### src/rtl/lpht_ram.sv
`timescale 1ns / 1ps
// ----------------------------------------------------------------------------
// Generic RAM
// One write port and one read port with registered read data.
// ----------------------------------------------------------------------------
module lpht_ram #(
  parameter int WIDTH = 8,
  parameter int DEPTH = 16,
  localparam int AW   = $clog2(DEPTH)
) (
  input  logic             clk,
  input  logic             we,
  input  logic [AW-1:0]    waddr,
  input  logic [WIDTH-1:0] wdata,
  input  logic [AW-1:0]    raddr,
  output logic [WIDTH-1:0] rdata
);

  logic [WIDTH-1:0] mem [DEPTH];

  always_ff @(posedge clk) begin
    if (we) begin
      mem[waddr] <= wdata;
    end
    rdata <= mem[raddr];
  end

endmodule

### config.mk
export PLATFORM = sky130hd
export DESIGN_NAME = lpht_ram
export DESIGN_NICKNAME = d
export VERILOG_FILES = /design/src/rtl/lpht_ram.sv
export SDC_FILE = /design/constraint.sdc
export NUM_CORES = 1
export LEC_CHECK = 0
export ABC_AREA = 1
export CORE_MARGIN = 1
export CORE_UTILIZATION = 37
export DETAILED_ROUTE_END_ITERATION = 6
export DONT_BUFFER_PORTS = 1
export SLEW_MARGIN = 15
export SYNTH_ARGS = -nofsm -noshare
export SYNTH_HDL_FRONTEND = slang
export SYNTH_SLANG_ARGS = --single-unit
### constraint.sdc
create_clock -name clk -period 1.2 [get_ports clk]
set_input_delay 0.06 -clock clk [delete_from_list [all_inputs] [get_ports clk]]
set_output_delay 0.06 -clock clk [all_outputs]
set_load 0.03 [all_outputs]
==> flow_summary.json <==
{
  "drc": 0,
  "cts_resized": 0,
  "avgSynthCellArea_um2": 10.5,
  "clockPowerShare_pct": 45.8,
  "status": "complete, but fails checks",
  "synth_fp_nets": 569,
  "seq_power_share_pct": 49.5,
  "final_cell_mix": "173 x nand2_1, 128 x edfxtp_1, 100 x inv_1, 97 x nand3_1, 21 x buf_4",
  "synth_warnings": 0,
  "antenna_found_initial": 0,
  "track_usage_pct": 17.0,
  "overflow": 0,
  "clockBufferDepth": 2,
  "initial_core_util_pct": 37.9,
  "ys_ff_latch": 136,
  "post-place-ws_ns": 0.206,
  "cap_viol_max_count": 0,
  "cp.required_ns": 1.49,
  "swShare_pct": 20.5,
  "critical-path-top-delay-family": "buffers and inverters",
  "critPathKind": "in -> reg",
  "core_mm2": 0.0152,
  "netlist_area_mm2": 0.00577,
  "netSwitchingPower_mw": 2.24,
  "dp_hpwl_um": 7510,
  "hold_viol_final": 8,
  "violations": "hold timing",
  "grt_pass1_wl_um": 19700,
  "die_h_um": 127,
  "grt_max_degree": 66,
  "synth_cells": 551,
  "cp.arrival_ns": 1.43,
  "die_w_um": 127,
  "die-area_mm2": 0.0161,
  "cts_buffers": 17,
  "antenna_left": 0,
  "diodes": 0,
  "crit_path_cell_trace": "dlygate4sd3_1 -> inv_1 -> nand3_1 -> nand2_1",
  "fmax_mhz": 876,
  "fp-row-count": 45,
  "area_growth_pct": 15.7,
  "setup-violations-final": 0,
  "max-vdd-ir-drop_v": 0.00112,
  "hp-class": "in -> reg",
  "grt_pass1_vias": 3647,
  "viasPerCell": 4.76,
  "p_comb_share_pct": 4.7,
  "htreeDepth": 4,
  "relSlewSlack_pct": 56.2,
  "period_needed_ns": 1.14,
  "finalSetupTns_ns": 0,
  "fin_nets": 595,
  "drive_gt1_share_pct": 7.97,
  "p_leak_nw": 2.84,
  "clk_pin_slew_ns": 0.05,
  "slowest_delay_ns": 0.81,
  "post_drt_wl_per_cell_um": 15.8,
  "critPathSlowestCell": "dlygate4sd3_1",
  "totalWireLength_um": 12300,
  "fin_skew_ns": 0.00727,
  "synth_cell_types": 12,
  "cp.buffers_inverters": 2,
  "place.gp.congestion": 0.759,
  "endpoint_kind": "flop",
  "post-cts-setup-buffers": 0,
  "yosysSeqAreaShare_pct": 69.4,
  "holdWs_ns": -0.130,
  "rsz0062_at_grt": "no",
  "crit_fanout": 9,
  "hold_buffers": 9,
  "slew_violations": 0,
  "start_kind": "primary input",
  "drt_iter0_markers": 329,
  "cts_num_sinks": 136,
  "worst_pin_slew_ns": 0.656,
  "post-route-worst-setup-slack_ns": 0.0588,
  "io_buffers": 0,
  "firstDrtPassIters": 5,
  "clock-root-buffer": "clkbuf_16",
  "clk_latency_ns": 0.42,
  "period_share_pct": 95.1,
  "power_density_mw_per_mm2": 1640,
  "ios": 26,
  "internal_power_mw": 8.70,
  "cts_tree": "yes",
  "dr_total_vias": 3706,
  "final_common_cell": "nand2_1"
}
## path summary, 6_finish.rpt
check	startpoint	to	slack (ns)	cells past startpoint
max	raddr[3]	rdata[5]$_DFF_P_	0.06	4
min	raddr[2]	rdata[6]$_DFF_P_	-0.13	3
max reg2reg	mem[12][6]$_DFFE_PP_	rdata[6]$_DFF_P_	0.23	6
min reg2reg	mem[2][4]$_DFFE_PP_	rdata[4]$_DFF_P_	0.67	6
## worst min-delay path: stages
cell	delay, ns
nand3_1	0.07
nand3_1	0.07
nand2_1	0.06
## power by group through the flow
stage / Sequential [mW] / Clock [mW] / Combinational [mW]
finish: 5.42 / 5.01 / 0.510
global route: 5.43 / 5.31 / 0.580
CTS: 5.42 / 5.09 / 0.516
detailed placement: 5.52 / 0 / 0.421
global placement: 5.51 / 0 / 0.416
floorplan: 5.50 / 0 / 0.375
## state kept, by name (all words and copies together), names as in the netlist
register	count
mem	128
rdata	8
## Yosys cell counts
| cell | number | area share [%] |
|---|---|---|
| nand2_1 | 173 | 11 |
| edfxtp_1 | 128 | 67 |
| inv_1 | 100 | 6.5 |
| nand3_1 | 97 | 8.4 |
| nor2_1 | 17 | 1.1 |
| buf_2 | 13 | 1.1 |
| dfxtp_1 | 8 | 2.8 |
| buf_6 | 6 | 1.2 |
| buf_4 | 4 | 0.52 |
| inv_2 | 2 | 0.13 |
| nand3b_1 | 2 | 0.26 |
| buf_1 | 1 | 0.065 |
## through the flow
| stage | total power, mW | cells | util, % | hold WS [ns] | instance area (um2) |
|---|---|---|---|---|---|
| floorplan | 5.87 | 551 | - | 0.159 | 5770 |
| global placement | 5.93 | 737 | 39.6 | 0.160 | 6010 |
| detailed placement | 5.94 | 737 | 39.6 | 0.160 | 6010 |
| CTS | 11.0 | 778 | 43.9 | -0.152 | 6670 |
| global route | 11.3 | 778 | 43.9 | -0.124 | 6670 |
| finish | 10.9 | 778 | 43.9 | -0.130 | 6670 |
## cell families (layout without fill, tap and decap cells)
| family | after synthesis | in the layout | share of synthesized area [%] |
|---|---|---|---|
| buf+inv | 126 | 165 | 9.52 |
| simple gates | 289 | 289 | 21.0 |
| flops | 136 | 136 | 69.4 |
## metal layers
metal,vias to the layer above,part of all wire [%],GRT usage (%)
met5,-,0,0
met1,1755,44,21.4
met3,28,5.1,4.72
li1,1825,-,-
met4,0,2.7,8.54
met2,98,48,27.1
## layout make-up
class | instances | area, um2
multi-input cells | 289 | 1210
clock buffers | 20 | 437
well taps | 188 | 235
flip-flops and latches | 136 | 4000
clock inverters | 12 | 133
inverters | 102 | 383
fillers | 1421 | 8530
repair buffers | 31 | 268
(Power assumes the default switching activity.)
