--- config.mk ---
export PLATFORM = sky130hd
export DESIGN_NAME = lpht_probe
export DESIGN_NICKNAME = d
export VERILOG_FILES = /design/src/rtl/lpht_pkg.sv /design/src/rtl/lpht_probe.sv
export SDC_FILE = /design/constraint.sdc
export NUM_CORES = 1
export LEC_CHECK = 0
export BUFFER_PORTS_ARGS = -buffer_cell sky130_fd_sc_hd__buf_2
export CAP_MARGIN = 20
export CORE_MARGIN = 1.5
export CORE_UTILIZATION = 33
export DETAILED_ROUTE_END_ITERATION = 16
export GPL_ROUTABILITY_DRIVEN = 1
export PLACE_DENSITY = 0.95
export SLEW_MARGIN = 20
export SYNTH_ARGS = -nofsm -noshare
export SYNTH_HDL_FRONTEND = slang
export SYNTH_SLANG_ARGS = --single-unit
export TNS_END_PERCENT = 10
--- constraint.sdc ---
create_clock -name vclk -period 3.6
set_input_delay 1.08 -clock vclk [all_inputs]
set_output_delay 1.08 -clock vclk [all_outputs]
set_load 0.05 [all_outputs]
--- src/rtl/lpht_pkg.sv ---
`timescale 1ns / 1ps
// ----------------------------------------------------------------------------
// Linear probe hash table package
// Sizes, operation and register codes, sequencer states and the structs that
// pass between the sequencer, the probe unit and the slot memories.
// ----------------------------------------------------------------------------
package lpht_pkg;

  localparam int TABLE_BITS  = 12;
  localparam int COUNT_BITS  = 9;
  localparam int NSLOTS      = 1 << TABLE_BITS;
  localparam int KEY_W       = 32;
  localparam int KIND_W      = 2;
  localparam int IN_COUNT_W  = 9;
  localparam int OUT_COUNT_W = 9;
  localparam int IDXB_W      = 4;
  localparam int CFG_IDX_W   = 1;
  localparam int CFG_DATA_W  = 4;
  localparam int ENTRY_W     = KEY_W + COUNT_BITS;
  localparam logic [IDXB_W-1:0] IDXB_RESET = IDXB_W'(12);

  typedef logic [TABLE_BITS-1:0] slot_t;
  typedef logic [COUNT_BITS-1:0] cnt_t;

  localparam slot_t SLOT_LAST = '1;

  typedef enum logic [KIND_W-1:0] {
    KIND_CLEAR  = 2'd0,
    KIND_INSERT = 2'd1,
    KIND_LOOKUP = 2'd2
  } kind_t;

  typedef enum logic [CFG_IDX_W-1:0] {
    CFG_TABLE_ENABLED = 1'b0,
    CFG_INDEX_BITS    = 1'b1
  } cfg_idx_t;

  typedef enum logic [2:0] {
    ST_INIT,
    ST_IDLE,
    ST_CLEAR,
    ST_PROBE,
    ST_RESULT
  } state_t;

  // Context of the probe in flight.
  typedef struct packed {
    kind_t            op;
    logic [KEY_W-1:0] key;
    slot_t            pos;
    slot_t            n;
  } probe_ctx_t;

  // Verdict of the probe unit on the slot just read.
  typedef struct packed {
    logic  done;
    logic  found;
    logic  full;
    logic  wr;
    slot_t next_pos;
    cnt_t  hit_count;
  } probe_res_t;

  // Slot memory controls.
  typedef struct packed {
    slot_t              raddr;
    slot_t              waddr;
    logic               used_we;
    logic               used_wdata;
    logic               entry_we;
    logic [ENTRY_W-1:0] entry_wdata;
  } ram_ctl_t;

  // Mask of the slots in use, with the index width clamped to 1..TABLE_BITS.
  function automatic slot_t live_mask(input logic [IDXB_W-1:0] b);
    int                  cb;
    logic [TABLE_BITS:0] w;
    cb = int'(b);
    if (cb < 1) cb = 1;
    if (cb > TABLE_BITS) cb = TABLE_BITS;
    w = ((TABLE_BITS + 1)'(1) << cb) - (TABLE_BITS + 1)'(1);
    return w[TABLE_BITS-1:0];
  endfunction

  // Saturate an incoming count to the stored count width.
  function automatic cnt_t sat_count(input logic [IN_COUNT_W-1:0] c);
    logic [32:0] wide;
    logic [32:0] lim;
    wide = 33'(c);
    lim  = (33'(1) << COUNT_BITS) - 33'(1);
    return (wide > lim) ? lim[COUNT_BITS-1:0] : wide[COUNT_BITS-1:0];
  endfunction

endpackage

--- src/rtl/lpht_probe.sv ---
`timescale 1ns / 1ps
// ----------------------------------------------------------------------------
// Linear probe hash table probe unit
// Judges the slot just read: key compare, empty test, pass end and the
// wrapped step to the next slot.
// ----------------------------------------------------------------------------
module lpht_probe (
  input  lpht_pkg::probe_ctx_t       ctx,
  input  lpht_pkg::slot_t            mask,
  input  logic                       rd_used,
  input  logic [lpht_pkg::KEY_W-1:0] rd_key,
  input  lpht_pkg::cnt_t             rd_count,
  output lpht_pkg::probe_res_t       res
);
  import lpht_pkg::*;

  logic last;

  assign last = (ctx.n == mask);

  always_comb begin
    res           = '0;
    res.next_pos  = slot_t'(ctx.pos + 1'b1) & mask;
    res.hit_count = rd_count;
    case (ctx.op)
      KIND_INSERT: begin
        if (!rd_used) begin
          res.done = 1'b1;
          res.wr   = 1'b1;
        end else if (last) begin
          // A whole pass without an empty slot: the table is full.
          res.done = 1'b1;
          res.full = 1'b1;
        end
      end
      KIND_LOOKUP: begin
        if (!rd_used) begin
          res.done = 1'b1;
        end else if (rd_key == ctx.key) begin
          res.done  = 1'b1;
          res.found = 1'b1;
        end else if (last) begin
          res.done = 1'b1;
        end
      end
      default: begin
        res.done = 1'b1;
      end
    endcase
  end

endmodule

==> summary.md <==
| Metric | Value |
|---|---|
| Yosys cell types | 17 |
| Post-CTS setup buffer count | 0 |
| Number of buffers and inverters on the critical path | 2 |
| Via count | 1190 |
| Ports | 137 |
| Slew @ Worst Pin | 241.5 ps |
| Placed cells | 257 |
| Worst-path cell chain | buf_2 > xnor2_1 > nand4_1 > nor4_2 > nand3_1 > nand3b_1 > buf_2 |
| Post-synthesis instance area | between 800 and 900 sq um |
| DR DRC count | 0 |
| Slew Viols, Final | 0 |
| Required @ worst endpoint | 2520 ps |
| GR Overflow Total | 0 |
| Fin crit share | 95.36% |
| Row count | 18 |
| Initial antenna violation count | 0 |
| Arrival time of the worst setup path | between 2000 and 2500 ps |
| Peak VDD IR | 83.31 uV |
| Share of layout cells above drive strength 1 | 52.86% |
| Critical path class | in -> out |
| PwrDens | 129.5 nW/um^2 |
| Layout clock buffer count | 0 |
| Critical Path Start Type | primary input |
| Fin worst setup slack | 167.0 ps |
| F_max | 291.3 MHz |
| DP HPWL | 2673 microns |
| Register area share after synthesis | 0% |
| Post-route ant nets | 0 |
| Fillcell total | 255 |
| Initial core utilization | a little over a third |
| Total GRT Usage | 17.12% |
| Synth area leaders | xnor2_1, and2_1, buf_4 |
| Routed WL | a little under 3000 microns |
| Area of the multi-input gates | about 790 sq um |
| Post-Syn Instances | 117 |
| Non-filler cells, final | 257 |
| Delay-heaviest family, CP | simple AND/OR/NAND/NOR gates |
| Final setup vio count | 0 |
| First-pass GRT wire length | 3905 microns |
| Ant diodes | 0 |
| Fin. Hold Viols | 0 |
| IO buf count | 119 |
| Post-synth top area share | 47.47% |
| Post-placement setup slack | between 100 and 150 ps |
| Iter 0 DRT Violations | 9 |
| P_leak | between 0.7 and 0.8 nW |
| Outcome | completed |
| Pre-antenna DRT Iters | 4 |
| Avg WL per Cell | 11.28 microns |
| Vias in the first global route | 996 |
| Count leader, synth | xnor2_1 |
| NumNets Final | approximately 340 |
| Synth cell count leaders | xnor2_1, and2_1, nand4_1 |
| Number of synthesis warnings | 0 |
| Die Height | 54.26 microns |
| Core Area | roughly 2500 sq um |
| Hold Path Class | in -> out |
| Total Power | 0.1866 mW |
| Sequential cell area | 0 sq um |
| CP max-delay cell | nor4_2 |
| Post-Syn Area per Cell | 7.411 sq um |
| Via/cell ratio | 4.630 |
| Worst slew margin | 83.77% |
| GP Congestion | 0.9181 |
| Die area | roughly 3000 sq um |
| Seq cells | 0 |
| Biggest cell delay along the critical path | 320 ps |
| Die width | 54.26 microns |
| Largest area contributor in the netlist | xnor2_1 |
| Crit-path max FO | 2 |
| Synthesis-to-finish area growth | 66.23% |
| CP Capture Type | output port |
| Net Count, Synth | 232 |
| MaxCap Viol Count | 0 |
| Pin count of the biggest net entering global routing | 6 |
| Min cycle time layout | 3433 ps |
| Most Frequent Cell on Critical Path | buf_2 |
[layout make-up]
class	count	area share [%]
Tap cell	30	2.604
Multi-Input combinational cell	105	55.12
Inverter	3	0.7813
Timing Repair Buffer	119	41.49
[report_power, final]
part	total [mW]	internal, mW	switching [mW]	leakage [nW]
clock network	0	0	0	0
logic	0.187	0.0918	0.0948	0.749
registers	0	0	0	0
[kinds of logic after synthesis]
kind of cell               count (synthesis)  share of synthesized area, %
buffers and inverters                     12                         9.090
AOI/OAI and AO/OA                          1                        0.7220
xor gates and xnor gates                  54                         54.55
adders and majority gates                  3                         4.329
and+or+nand+nor                           47                         31.31
[what timing repair did]
item / 4_1_cts / 5_1_grt
gates resized for setup: 0 / 2
hold buffers: 0 / 0
endpoints found under the setup margin: 0 / 2
[per-layer routing]
metal | wire, microns | part of all wire (%) | vias up | global-route usage [%]
li1 | - | - | 603 | -
met1 | 1048 | 36 | 526 | 20.26
met2 | 1549 | 53 | 57 | 32.93
met3 | 289 | 10 | 4 | 3.005
met4 | 13 | 0.45 | 0 | 1.250
met5 | 0 | 0 | - | 0
[final timing paths]
path / endpoint / cells past startpoint / startpoint
setup / recovery: res[24] / 7 / ctx[25]
hold / removal: res[6] / 0 / rd_count[6]
[metrics by stage]
stage                     hold WS (ps)  area [sq um]  utilization (%)  TNS [ps]
after global routing              2160          1441            58.18    -51.78
after global placement            2160          1433            57.83         0
after CTS                         2160          1433            57.83         0
after floorplan                   2327         867.1                -         0
final                             2160          1441            58.18         0
after detailed placement          2160          1433            57.83         0
[placed cells by master, fill, tap and decap left out, types with 2 or more instances in the layout]
cell and n:
nand2_1 6, nor3_1 2, ha_1 3, xor2_1 7, nor2_1 2, inv_1 3, buf_2 118, and2_1 12
xnor2_1 47, nand3_1 3, nand4_1 10, and3_1 6, nor2b_1 2
Power figures use the tool's default switching activity.
