**src/rtl/lpht_pkg.sv**
```systemverilog
`timescale 1ns / 1ps
// ----------------------------------------------------------------------------
// Linear probe hash table package
// Sizes, operation and register codes, sequencer states and the structs that
// pass between the sequencer, the probe unit and the slot memories.
// ----------------------------------------------------------------------------
package lpht_pkg;

  localparam int TABLE_BITS  = 12;
  localparam int COUNT_BITS  = 9;
  localparam int NSLOTS      = 1 << TABLE_BITS;
  localparam int KEY_W       = 32;
  localparam int KIND_W      = 2;
  localparam int IN_COUNT_W  = 9;
  localparam int OUT_COUNT_W = 9;
  localparam int IDXB_W      = 4;
  localparam int CFG_IDX_W   = 1;
  localparam int CFG_DATA_W  = 4;
  localparam int ENTRY_W     = KEY_W + COUNT_BITS;
  localparam logic [IDXB_W-1:0] IDXB_RESET = IDXB_W'(12);

  typedef logic [TABLE_BITS-1:0] slot_t;
  typedef logic [COUNT_BITS-1:0] cnt_t;

  localparam slot_t SLOT_LAST = '1;

  typedef enum logic [KIND_W-1:0] {
    KIND_CLEAR  = 2'd0,
    KIND_INSERT = 2'd1,
    KIND_LOOKUP = 2'd2
  } kind_t;

  typedef enum logic [CFG_IDX_W-1:0] {
    CFG_TABLE_ENABLED = 1'b0,
    CFG_INDEX_BITS    = 1'b1
  } cfg_idx_t;

  typedef enum logic [2:0] {
    ST_INIT,
    ST_IDLE,
    ST_CLEAR,
    ST_PROBE,
    ST_RESULT
  } state_t;

  // Context of the probe in flight.
  typedef struct packed {
    kind_t            op;
    logic [KEY_W-1:0] key;
    slot_t            pos;
    slot_t            n;
  } probe_ctx_t;

  // Verdict of the probe unit on the slot just read.
  typedef struct packed {
    logic  done;
    logic  found;
    logic  full;
    logic  wr;
    slot_t next_pos;
    cnt_t  hit_count;
  } probe_res_t;

  // Slot memory controls.
  typedef struct packed {
    slot_t              raddr;
    slot_t              waddr;
    logic               used_we;
    logic               used_wdata;
    logic               entry_we;
    logic [ENTRY_W-1:0] entry_wdata;
  } ram_ctl_t;

  // Mask of the slots in use, with the index width clamped to 1..TABLE_BITS.
  function automatic slot_t live_mask(input logic [IDXB_W-1:0] b);
    int                  cb;
    logic [TABLE_BITS:0] w;
    cb = int'(b);
    if (cb < 1) cb = 1;
    if (cb > TABLE_BITS) cb = TABLE_BITS;
    w = ((TABLE_BITS + 1)'(1) << cb) - (TABLE_BITS + 1)'(1);
    return w[TABLE_BITS-1:0];
  endfunction

  // Saturate an incoming count to the stored count width.
  function automatic cnt_t sat_count(input logic [IN_COUNT_W-1:0] c);
    logic [32:0] wide;
    logic [32:0] lim;
    wide = 33'(c);
    lim  = (33'(1) << COUNT_BITS) - 33'(1);
    return (wide > lim) ? lim[COUNT_BITS-1:0] : wide[COUNT_BITS-1:0];
  endfunction

endpackage

```
**src/rtl/lpht_if.sv**
```systemverilog
`timescale 1ns / 1ps
// ----------------------------------------------------------------------------
// Linear probe hash table channel interfaces
// Valid/ready channels for operation beats, result beats and register writes.
// ----------------------------------------------------------------------------
interface lpht_in_if;
  import lpht_pkg::*;
  logic                  valid;
  logic                  ready;
  logic [KIND_W-1:0]     kind;
  logic [KEY_W-1:0]      key;
  logic [IN_COUNT_W-1:0] count;
  modport source (output valid, kind, key, count, input ready);
  modport sink   (input valid, kind, key, count, output ready);
endinterface

interface lpht_out_if;
  import lpht_pkg::*;
  logic                   valid;
  logic                   ready;
  logic [OUT_COUNT_W-1:0] count_out;
  logic                   found;
  logic                   full_res;
  modport source (output valid, count_out, found, full_res, input ready);
  modport sink   (input valid, count_out, found, full_res, output ready);
endinterface


```
**src/rtl/lpht_ctrl.sv**
```systemverilog
`timescale 1ns / 1ps
// ----------------------------------------------------------------------------
// Linear probe hash table sequencer
// Takes operation beats, runs the clearing sweep and the slot probe loop,
// and holds the result in a register ahead of the result channel.
// ----------------------------------------------------------------------------
module lpht_ctrl (
  input  logic                 clk,
  input  logic                 rst_n,
  lpht_in_if.sink              in_ch,
  lpht_out_if.source           out_ch,
  input  logic                 enabled,
  input  lpht_pkg::slot_t      mask,
  input  lpht_pkg::probe_res_t pr,
  output lpht_pkg::probe_ctx_t ctx,
  output lpht_pkg::ram_ctl_t   ram
);
  import lpht_pkg::*;

  state_t                 state_r, state_nxt;
  kind_t                  kind_r, kind_nxt;
  logic [KEY_W-1:0]       key_r, key_nxt;
  cnt_t                   cnt_r, cnt_nxt;
  slot_t                  pos_r, pos_nxt;
  slot_t                  n_r, n_nxt;
  slot_t                  clr_r, clr_nxt;
  logic [OUT_COUNT_W-1:0] res_count_r, res_count_nxt;
  logic                   res_found_r, res_found_nxt;
  logic                   res_full_r, res_full_nxt;
  logic                   out_valid_r, out_valid_nxt;
  logic [OUT_COUNT_W-1:0] out_count_r, out_count_nxt;
  logic                   out_found_r, out_found_nxt;
  logic                   out_full_r, out_full_nxt;

  logic  accept;
  logic  out_free;
  logic  clr_last;
  slot_t home;
  kind_t in_kind;

  assign in_kind  = kind_t'(in_ch.kind);
  assign home     = in_ch.key[TABLE_BITS-1:0] & mask;
  assign accept   = in_ch.valid && in_ch.ready;
  assign out_free = !out_valid_r || out_ch.ready;
  assign clr_last = (clr_r == SLOT_LAST);

  // Next state.
  always_comb begin
    state_nxt = state_r;
    case (state_r)
      ST_INIT: begin
        if (clr_last) state_nxt = ST_IDLE;
      end
      ST_IDLE: begin
        if (accept) begin
          case (in_kind)
            KIND_CLEAR:  state_nxt = ST_CLEAR;
            KIND_INSERT: state_nxt = ST_PROBE;
            KIND_LOOKUP: state_nxt = enabled ? ST_PROBE : ST_RESULT;
            default:     state_nxt = ST_RESULT;
          endcase
        end
      end
      ST_CLEAR: begin
        if (clr_last) state_nxt = ST_RESULT;
      end
      ST_PROBE: begin
        if (pr.done) state_nxt = ST_RESULT;
      end
      ST_RESULT: begin
        if (out_free) state_nxt = ST_IDLE;
      end
      default: begin
        state_nxt = ST_INIT;
      end
    endcase
  end

  // Outputs of the sequencer: handshake and memory controls.
  always_comb begin
    in_ch.ready     = (state_r == ST_IDLE);
    ram             = '0;
    ram.raddr       = (state_r == ST_PROBE) ? pr.next_pos : home;
    ram.entry_wdata = {key_r, cnt_r};
    case (state_r)
      ST_INIT, ST_CLEAR: begin
        ram.waddr      = clr_r;
        ram.used_we    = 1'b1;
        ram.used_wdata = 1'b0;
      end
      ST_PROBE: begin
        ram.waddr      = pos_r;
        ram.used_we    = pr.wr;
        ram.used_wdata = 1'b1;
        ram.entry_we   = pr.wr;
      end
      default: begin
        ram.waddr = pos_r;
      end
    endcase
  end

  assign ctx.op  = kind_r;
  assign ctx.key = key_r;
  assign ctx.pos = pos_r;
  assign ctx.n   = n_r;

  // Datapath registers.
  always_comb begin
    kind_nxt      = kind_r;
    key_nxt       = key_r;
    cnt_nxt       = cnt_r;
    pos_nxt       = pos_r;
    n_nxt         = n_r;
    clr_nxt       = clr_r;
    res_count_nxt = res_count_r;
    res_found_nxt = res_found_r;
    res_full_nxt  = res_full_r;
    out_valid_nxt = out_valid_r;
    out_count_nxt = out_count_r;
    out_found_nxt = out_found_r;
    out_full_nxt  = out_full_r;

    if (accept) begin
      kind_nxt      = in_kind;
      key_nxt       = in_ch.key;
      cnt_nxt       = sat_count(in_ch.count);
      pos_nxt       = home;
      n_nxt         = '0;
      clr_nxt       = '0;
      res_count_nxt = '0;
      res_found_nxt = 1'b0;
      res_full_nxt  = 1'b0;
    end

    if (state_r == ST_INIT || state_r == ST_CLEAR) begin
      clr_nxt = slot_t'(clr_r + 1'b1);
    end

    if (state_r == ST_PROBE) begin
      if (pr.done) begin
        res_count_nxt = pr.found ? OUT_COUNT_W'(pr.hit_count) : '0;
        res_found_nxt = pr.found;
        res_full_nxt  = pr.full;
      end else begin
        pos_nxt = pr.next_pos;
        n_nxt   = slot_t'(n_r + 1'b1);
      end
    end

    if (out_ch.ready) out_valid_nxt = 1'b0;
    if (state_r == ST_RESULT && out_free) begin
      out_valid_nxt = 1'b1;
      out_count_nxt = res_count_r;
      out_found_nxt = res_found_r;
      out_full_nxt  = res_full_r;
    end
  end

  always_ff @(posedge clk) begin
    if (!rst_n) begin
      state_r     <= ST_INIT;
      clr_r       <= '0;
      out_valid_r <= 1'b0;
    end else begin
      state_r     <= state_nxt;
      clr_r       <= clr_nxt;
      out_valid_r <= out_valid_nxt;
    end
  end

  always_ff @(posedge clk) begin
    kind_r      <= kind_nxt;
    key_r       <= key_nxt;
    cnt_r       <= cnt_nxt;
    pos_r       <= pos_nxt;
    n_r         <= n_nxt;
    res_count_r <= res_count_nxt;
    res_found_r <= res_found_nxt;
    res_full_r  <= res_full_nxt;
    out_count_r <= out_count_nxt;
    out_found_r <= out_found_nxt;
    out_full_r  <= out_full_nxt;
  end

  assign out_ch.valid     = out_valid_r;
  assign out_ch.count_out = out_count_r;
  assign out_ch.found     = out_found_r;
  assign out_ch.full_res  = out_full_r;

endmodule

```
**src/flat_wrapper.sv**
```systemverilog
// flat-port wrapper written by rule: the top's interface ports become plain ports
module lpht_ctrl_flat import lpht_pkg::*;
  (clk, rst_n, enabled, mask, pr, ctx, ram, in_ch_valid, in_ch_kind, in_ch_key, in_ch_count, in_ch_ready, out_ch_valid, out_ch_count_out, out_ch_found, out_ch_full_res, out_ch_ready);
  lpht_in_if in_ch_i ();
  lpht_out_if out_ch_i ();
  input  logic clk;
  input  logic rst_n;
  input  logic enabled;
  input  lpht_pkg::slot_t mask;
  input  lpht_pkg::probe_res_t pr;
  output lpht_pkg::probe_ctx_t ctx;
  output lpht_pkg::ram_ctl_t ram;
  input wire logic [$bits(in_ch_i.valid)-1:0] in_ch_valid;
  input wire logic [$bits(in_ch_i.kind)-1:0] in_ch_kind;
  input wire logic [$bits(in_ch_i.key)-1:0] in_ch_key;
  input wire logic [$bits(in_ch_i.count)-1:0] in_ch_count;
  output wire logic [$bits(in_ch_i.ready)-1:0] in_ch_ready;
  output wire logic [$bits(out_ch_i.valid)-1:0] out_ch_valid;
  output wire logic [$bits(out_ch_i.count_out)-1:0] out_ch_count_out;
  output wire logic [$bits(out_ch_i.found)-1:0] out_ch_found;
  output wire logic [$bits(out_ch_i.full_res)-1:0] out_ch_full_res;
  input wire logic [$bits(out_ch_i.ready)-1:0] out_ch_ready;
  assign in_ch_i.valid = in_ch_valid;
  assign in_ch_i.kind = in_ch_kind;
  assign in_ch_i.key = in_ch_key;
  assign in_ch_i.count = in_ch_count;
  assign in_ch_ready = in_ch_i.ready;
  assign out_ch_valid = out_ch_i.valid;
  assign out_ch_count_out = out_ch_i.count_out;
  assign out_ch_found = out_ch_i.found;
  assign out_ch_full_res = out_ch_i.full_res;
  assign out_ch_i.ready = out_ch_ready;
  lpht_ctrl u_core (.clk(clk), .rst_n(rst_n), .in_ch(in_ch_i), .out_ch(out_ch_i), .enabled(enabled), .mask(mask), .pr(pr), .ctx(ctx), .ram(ram));
endmodule
```
**config.mk**
```make
export PLATFORM = sky130hd
export DESIGN_NAME = lpht_ctrl_flat
export DESIGN_NICKNAME = d
export VERILOG_FILES = /design/src/rtl/lpht_pkg.sv /design/src/rtl/lpht_if.sv /design/src/rtl/lpht_ctrl.sv /design/src/flat_wrapper.sv
export SDC_FILE = /design/constraint.sdc
export NUM_CORES = 1
export LEC_CHECK = 0
export BUFFER_PORTS_ARGS = -buffer_cell sky130_fd_sc_hd__buf_2
export CORE_UTILIZATION = 41
export DETAILED_ROUTE_END_ITERATION = 16
export PLACE_DENSITY = 0.79
export SYNTH_ARGS = -nofsm -noshare
export SYNTH_HDL_FRONTEND = slang
export SYNTH_SLANG_ARGS = --single-unit
```
**constraint.sdc**
```tcl
create_clock -name clk -period 1.66 [get_ports clk]
set_input_delay 0.332 -clock clk [delete_from_list [all_inputs] [get_ports clk]]
set_output_delay 0.332 -clock clk [all_outputs]
set_load 0.01 [all_outputs]
```
==> metrics.yaml, run 1 <==
outcome:
  outcome: "complete, but fails checks"
  violations: "setup timing"
clock_network:
  clk_latency_ns: 0.37
  clock_path_buffers: 2
  h-tree-depth: 3
  cts_buffers: 9
  hold_buffers: 0
  path_clk_slew_ns: 0.10
  clock_sinks: 105
  cts_tree: "built"
  clock-root-buffer: "clkbuf_8"
logic_synthesis:
  synth_top_family_by_area: "simple AND/OR/NAND/NOR gates"
  async_flop_share: 0
  synth-xor-area-share: 0.00786
  muxShareOfSynthArea: 0.00449
  synth.avg_cell_area_um2: 10.3
  seq_area_frac_synth: 0.593
  synth_edf_count: 54
  yosys_register_bits: 105
  synth_compound_area_frac: 0.129
  synthAdderAreaFrac: 0.00561
  yosysWarnings: 0
  synth_cells: 434
  synth_flop_cell: "edfxtp_1"
  syn-num-nets: 521
  synth.largest_area_cell: "edfxtp_1"
  synthSimpleGateAreaFrac: 0.175
  synthDominantCellAreaShare: 0.364
  synth_area_um2: 4460
  synth.top_cells.by_area: "edfxtp_1, dfxtp_1, nand2_1"
  synthDistinctLibCells: 53
floorplanning:
  die_y_um: 106
  design.core.area_um2: 10400
  io_pins: 224
  rows: 37
  die_x_um: 106
  die_area_um2: 11300
  start_util: 0.428
critical_path:
  critPathLaunchType: "register"
  path_class: "reg -> out"
  worst_ep_required_time_ns: 1.33
  worstPathMaxFanout: 6
  critPathArrivalTime_ns: 1.56
  crit_path_end_kind: "output pin"
  reg2regPathDepth: 6
  rr_endpoint: "u_core.state_r[2]$_SDFFE_PN0P_"
  rrSetupSlack_ns: 0.04
  rr_startpoint: "u_core.state_r[0]$_SDFFE_PN0P_"
sta:
  finalHoldViolCount: 0
  tightest_slew_ns: 0.434
  slew_viol_final: 0
  fin_ws_ns: -0.227
  finalSetupViolCount: 27
  max_freq_mhz: 530
  hold_ws_ns: 0.132
  finClkSkew_ns: 0.00975
  post-route-period-util: 1.14
  timing.slew.headroom: 0.711
  layout_min_cycle_time_ns: 1.89
  rsz0062_at_grt: "true"
drt:
  ant_nets: 0
  dr.pass1.iters: 5
  vias_per_cell: 5.14
  drc: 0
  via_count: 4027
  wl_per_cell_um: 15.7
  drtIter0Drc: 263
  routed_wl_mm: 12.3
cells_and_area:
  final_common_cell: "buf_2"
  final_cell_mix: "buf_2, nand2_1, edfxtp_1, dfxtp_1, a21oi_1"
  final_nets: 729
  diodes: 0
  num-fill-cells: 876
  instances_no_fill: 783
  syn_to_final_growth_pct: 36.8
  drive_gt1_frac: 0.478
pwr:
  p_leak_nw: 2.69
  power.density_nw_per_um2: 737
  peakVddDrop_uv: 469
global_routing:
  grt_pass1_vias: 3656
  grt_pass1_wl_mm: 18.4
  overflow: 0
  grt_usage: 0.213
  grt_max_degree: 27
  antenna_found_initial: 0
min_path:
  hold_depth: 1
  min_from: "in_ch_count[6]"
  hp-class: "in -> reg"
  hold_end: "u_core.cnt_r[6]$_DFFE_PP_"
place:
  port_buffers: 223
  dpl.cell_count: 757
  hpwl_mm: 8.79
  routabilityCongestion: 0.919
run:
  drv_cap: 0
==> synthesized netlist by cell type (3+ instances only) <==
cell type  count
nand3b_1       3
nand2b_1       6
a22o_1         9
nand2_1       87
and3_1         4
nor3_1         6
clkbuf_1       6
a21oi_1       29
buf_4         34
inv_1          5
o21ai_0       29
xnor2_1        3
dfxtp_1       51
edfxtp_1      54
nand3_1       12
nor2_1        25
a31oi_1        4
buf_2         15
nand4_1        3
==> power by group <==
part / internal [W] / leakage, nW / switching [W] / total, W
Clock: 0.000698 / 0.0949 / 0.000852 / 0.00155
Sequential: 0.00272 / 0.875 / 0.00000570 / 0.00272
Combinational: 0.000114 / 1.72 / 0.000107 / 0.000221
==> repair_timing <==
item | in CTS | in global routing
endpoints found under the hold margin | 0 | 0
pin swaps | 6 | 9
buffers inserted | 5 | 2
gates resized for setup | 22 | 33
endpoints found under the setup margin | 27 | 32
gates cloned | 2 | 1
==> cell type report <==
type / instances / area (um^2) / share of cell area
Tap cell: 136 / 170 / 0.0279
Clock buffer: 11 / 131 / 0.0215
Timing Repair Buffer: 253 / 1500 / 0.246
Multi-Input combinational cell: 267 / 1560 / 0.257
Clock inverter: 5 / 56.3 / 0.00923
Inverter: 6 / 25.0 / 0.00410
Sequential cell: 105 / 2650 / 0.434
==> sequential cells by signal, summed over array words and instances (netlist names) <==
signal and flops:
u_core.out_ch.found 1, u_core.n_r 12, u_core.state_r 3, u_core.out_ch.valid 1
u_core.clr_r 12, u_core.res_full_r 1, u_core.out_ch.count_out 9, u_core.cnt_r 9
u_core.pos_r 12, u_core.kind_r 2, u_core.res_found_r 1, u_core.res_count_r 9
u_core.out_ch.full_res 1, u_core.key_r 32
==> metrics by stage <==
step	utilization	power, W	instance area [um^2]	setup slack [ns]	TNS, ns
floorplan	-	0.00284	4460	0.0528	0
CTS	0.572	0.00455	5960	-0.288	-5.88
finish	0.585	0.00450	6100	-0.227	-5.13
global route	0.585	0.00468	6100	-0.297	-6.84
global placement	0.537	0.00299	5600	0.0820	0
detailed placement	0.537	0.00299	5600	0.0523	0
==> kinds of logic after synthesis <==
family          after synthesis
buf+inv                      62
flops                       105
fa+ha+maj                     2
mux                           2
simple gates                166
compound gates               93
xor+xnor                      4
==> worst max-delay path by stage <==
| stage | from | end | slack (ns) | cells after the start |
|---|---|---|---|---|
| 3_3_place_gp | u_core.state_r[2]$_SDFFE_PN0P_ | ram[43] | 0.08 | 5 |
| 2_1_floorplan | u_core.state_r[2]$_SDFFE_PN0P_ | u_core.out_ch.count_out[0]$_DFFE_PP_ | 0.05 | 3 |
| 5_1_grt | u_core.state_r[2]$_SDFFE_PN0P_ | ram[59] | -0.30 | 5 |
| 4_1_cts | u_core.state_r[2]$_SDFFE_PN0P_ | ram[43] | -0.29 | 5 |
| 3_5_place_dp | u_core.state_r[2]$_SDFFE_PN0P_ | ram[43] | 0.05 | 5 |
| 6_report | u_core.state_r[0]$_SDFFE_PN0P_ | ram[47] | -0.23 | 6 |
==> routing by layer <==
metal / track usage / vias to the layer above / wire length (um)
li1: - / 1922 / -
met1: 0.259 / 1903 / 4910
met2: 0.367 / 188 / 6400
met3: 0.0343 / 14 / 735
met4: 0.100 / 0 / 223
met5: 0 / - / 0
==> critical path, cell delays in order, from the launching register on <==
cell	delay [ns]
dfxtp_4	0.36
buf_4	0.13
or2_4	0.28
clkbuf_16	0.17
nand2_2	0.06
nand2_1	0.05
buf_2	0.13
No activity file was read; power rests on OpenSTA's default activity.
==> run 2: changes to the inputs <==
--- a/config.mk
+++ b/config.mk
@@ -6,9 +6,11 @@
 export NUM_CORES = 1
 export LEC_CHECK = 0
 export BUFFER_PORTS_ARGS = -buffer_cell sky130_fd_sc_hd__buf_2
-export CORE_UTILIZATION = 41
+export CORE_UTILIZATION = 43
+export CTS_BUF_LIST = sky130_fd_sc_hd__clkbuf_4
 export DETAILED_ROUTE_END_ITERATION = 16
-export PLACE_DENSITY = 0.79
+export PLACE_DENSITY = 0.82
+export SKIP_LAST_GASP = 1
 export SYNTH_ARGS = -nofsm -noshare
 export SYNTH_HDL_FRONTEND = slang
 export SYNTH_SLANG_ARGS = --single-unit
==> metrics.yaml, run 2 (synthesized netlist as in run 1, its figures left out) <==
critical_path:
  critPathLaunchType: "register"  # unchanged
  path_class: "reg -> out"  # unchanged
  worstSetupStartpoint: "u_core.state_r[2]$_SDFFE_PN0P_"  # was u_core.state_r[0]$_SDFFE_PN0P_
  critPathArrivalTime_ns: 1.62  # was 1.56 ns
  worst_ep_required_time_ns: 1.33  # about the same
  slowest_delay_ns: 0.36  # about the same
  worstPathMaxFanout: 31  # was 6
  crit_chain: "and3b_2 -> buf_12 -> nand2_1 -> o21ai_1 -> buf_2"  # was buf_4 -> or2_4 -> clkbuf_16 -> nand2_2 -> nand2_1 -> buf_2
  rr_startpoint: "u_core.state_r[2]$_SDFFE_PN0P_"  # was u_core.state_r[0]$_SDFFE_PN0P_
  crit_path_end_kind: "output pin"  # unchanged
  slowest_stage: "dfxtp_2"  # was dfxtp_4
sta:
  hold_ws_ns: 0.0556  # was 0.132 ns
  rsz0062_at_grt: "true"  # unchanged
  timing.slew.headroom: 0.693  # was 0.711
  post-route-period-util: 1.18  # was 1.14
  finalSetupViolCount: 27  # unchanged
  fin_ws_ns: -0.291  # was -0.227 ns
  layout_min_cycle_time_ns: 1.95  # was 1.89 ns
  finalHoldViolCount: 0  # unchanged
  max_freq_mhz: 512  # was 530 MHz
  slew_viol_final: 0  # unchanged
  tightest_slew_ns: 0.460  # was 0.434 ns
  finClkSkew_ns: 0.0191  # was 0.00975 ns
floorplanning:
  rows: 36  # was 37
  start_util: 0.450  # was 0.428
  die_y_um: 104  # was 106 um
  die_x_um: 104  # was 106 um
  io_pins: 224  # unchanged
  die_area_um2: 10800  # was 11300 um^2
  design.core.area_um2: 9910  # was 10400 um^2
clock_network:
  clock_path_buffers: 2  # unchanged
  h-tree-depth: 3  # unchanged
  clk_latency_ns: 0.44  # was 0.37 ns
  clock-root-buffer: "clkbuf_4"  # was clkbuf_8
  cts_buffers: 9  # unchanged
  clock_sinks: 105  # unchanged
  path_clk_slew_ns: 0.17  # was 0.10 ns
  cts_tree: "built"  # unchanged
cells_and_area:
  drive_gt1_frac: 0.448  # was 0.478
  instances_no_fill: 780  # was 783
  largest-register: "u_core.key_r"  # unchanged
  fin_util: 0.593  # was 0.585
  largest_reg_flops: 32  # unchanged
  syn_to_final_growth_pct: 31.8  # was 36.8%
  diodes: 0  # unchanged
  final_area_um2: 5870  # was 6100 um^2
  final_nets: 729  # unchanged
  final_cell_mix: "buf_2, nand2_1, edfxtp_1, dfxtp_1, a21oi_1"  # unchanged
  final_common_cell: "buf_2"  # unchanged
outcome:
  violations: "setup timing"  # unchanged
  outcome: "complete, but fails checks"  # unchanged
drt:
  via_count: 4052  # was 4027
  vias_per_cell: 5.19  # was 5.14
  wl_per_cell_um: 17.2  # was 15.7 um
  dr.pass1.iters: 5  # unchanged
  drc: 0  # unchanged
  ant_nets: 0  # unchanged
  drtIter0Drc: 253  # was 263
  routed_wl_mm: 13.4  # was 12.3 mm
global_routing:
  grt_pass1_wl_mm: 20.3  # was 18.4 mm
  antenna_found_initial: 0  # unchanged
  overflow: 0  # unchanged
  grt_usage: 0.244  # was 0.213
  grt_max_degree: 32  # was 27
  grt_pass1_vias: 3860  # was 3656
pwr:
  power.density_nw_per_um2: 710  # was 737 nW/um^2
  peakVddDrop_uv: 401  # was 469 uV
  p_leak_nw: 2.57  # was 2.69 nW
place:
  routabilityCongestion: 0.939  # was 0.919
  dpl.cell_count: 752  # was 757
  port_buffers: 223  # unchanged
  hpwl_mm: 10.2  # was 8.79 mm
  post_dp_cell_area_um2: 5590  # was 5600 um^2
run:
  drv_cap: 0  # unchanged
min_path:
  hp-class: "in -> reg"  # unchanged
  min_from: "in_ch_key[21]"  # was in_ch_count[6]
[run 2: cell types whose count changed in the layout (fill, tap and decap cells not counted), sizes merged]
cell | previous run | this run
clkinv | 4 | 1
clkbuf | 12 | 9
bufinv | 1 | 0
inv | 6 | 10
bufbuf | 1 | 0
clkinvlp | 0 | 2
or2 | 2 | 4
[run 2: final cells by class]
| type | count | area [um^2] |
|---|---|---|
| fillers | 875 | 4040 |
| inverters | 6 | 27.5 |
| clock inverters | 7 | 61.3 |
| clock buffers | 9 | 67.6 |
| flip-flops and latches | 105 | 2650 |
| multi-input cells | 269 | 1500 |
| repair buffers | 251 | 1400 |
| well taps | 133 | 166 |
[run 2: stage by stage]
stage | power (W) | setup TNS [ns] | worst slack [ns]
2_1_floorplan | 0.00284 | 0 | 0.0528
4_1_cts | 0.00420 | -6.07 | -0.325
6_report | 0.00417 | -5.48 | -0.291
5_1_grt | 0.00432 | -8.64 | -0.389
3_5_place_dp | 0.00299 | 0 | 0.110
3_3_place_gp | 0.00299 | 0 | 0.165
[run 2: power by group]
part,switching [W],internal (W)
clock,0.000887,0.000339
sequential,0.00000669,0.00272
combinational,0.000105,0.000105
total,0.000999,0.00317
[run 2: routing by layer]
layer  up-vias  share of wire  global-route usage
li1       1929              -                   -
met1      1893           0.38               0.286
met2       209           0.51               0.433
met3        21          0.079              0.0510
met4         0          0.027              0.0939
met5         -              0                   0
[run 2: timing repair]
action,CTS,global route
cloned,2,1
resized for setup,11,14
buffers inserted,7,4
hold buffers,0,0
setup endpoints to repair,28,34
pin swaps,2,1
[run 2: final timing paths]
path	end	slack [ns]	depth (start not counted)
max	ram[67]	-0.29	5
min	u_core.key_r[21]$_DFFE_PP_	0.06	1
max reg2reg	u_core.clr_r[11]$_SDFFE_PN0P_	0.10	7
min reg2reg	u_core.out_ch.count_out[1]$_DFFE_PP_	0.46	0
[run 2: worst max-delay path, delay by kind of cell (launching register included)]
| kind | cells | cell delay [ns] |
|---|---|---|
| buf+inv | 2 | 0.36 |
| flops | 1 | 0.36 |
| simple gates | 2 | 0.35 |
| compound gates | 1 | 0.12 |
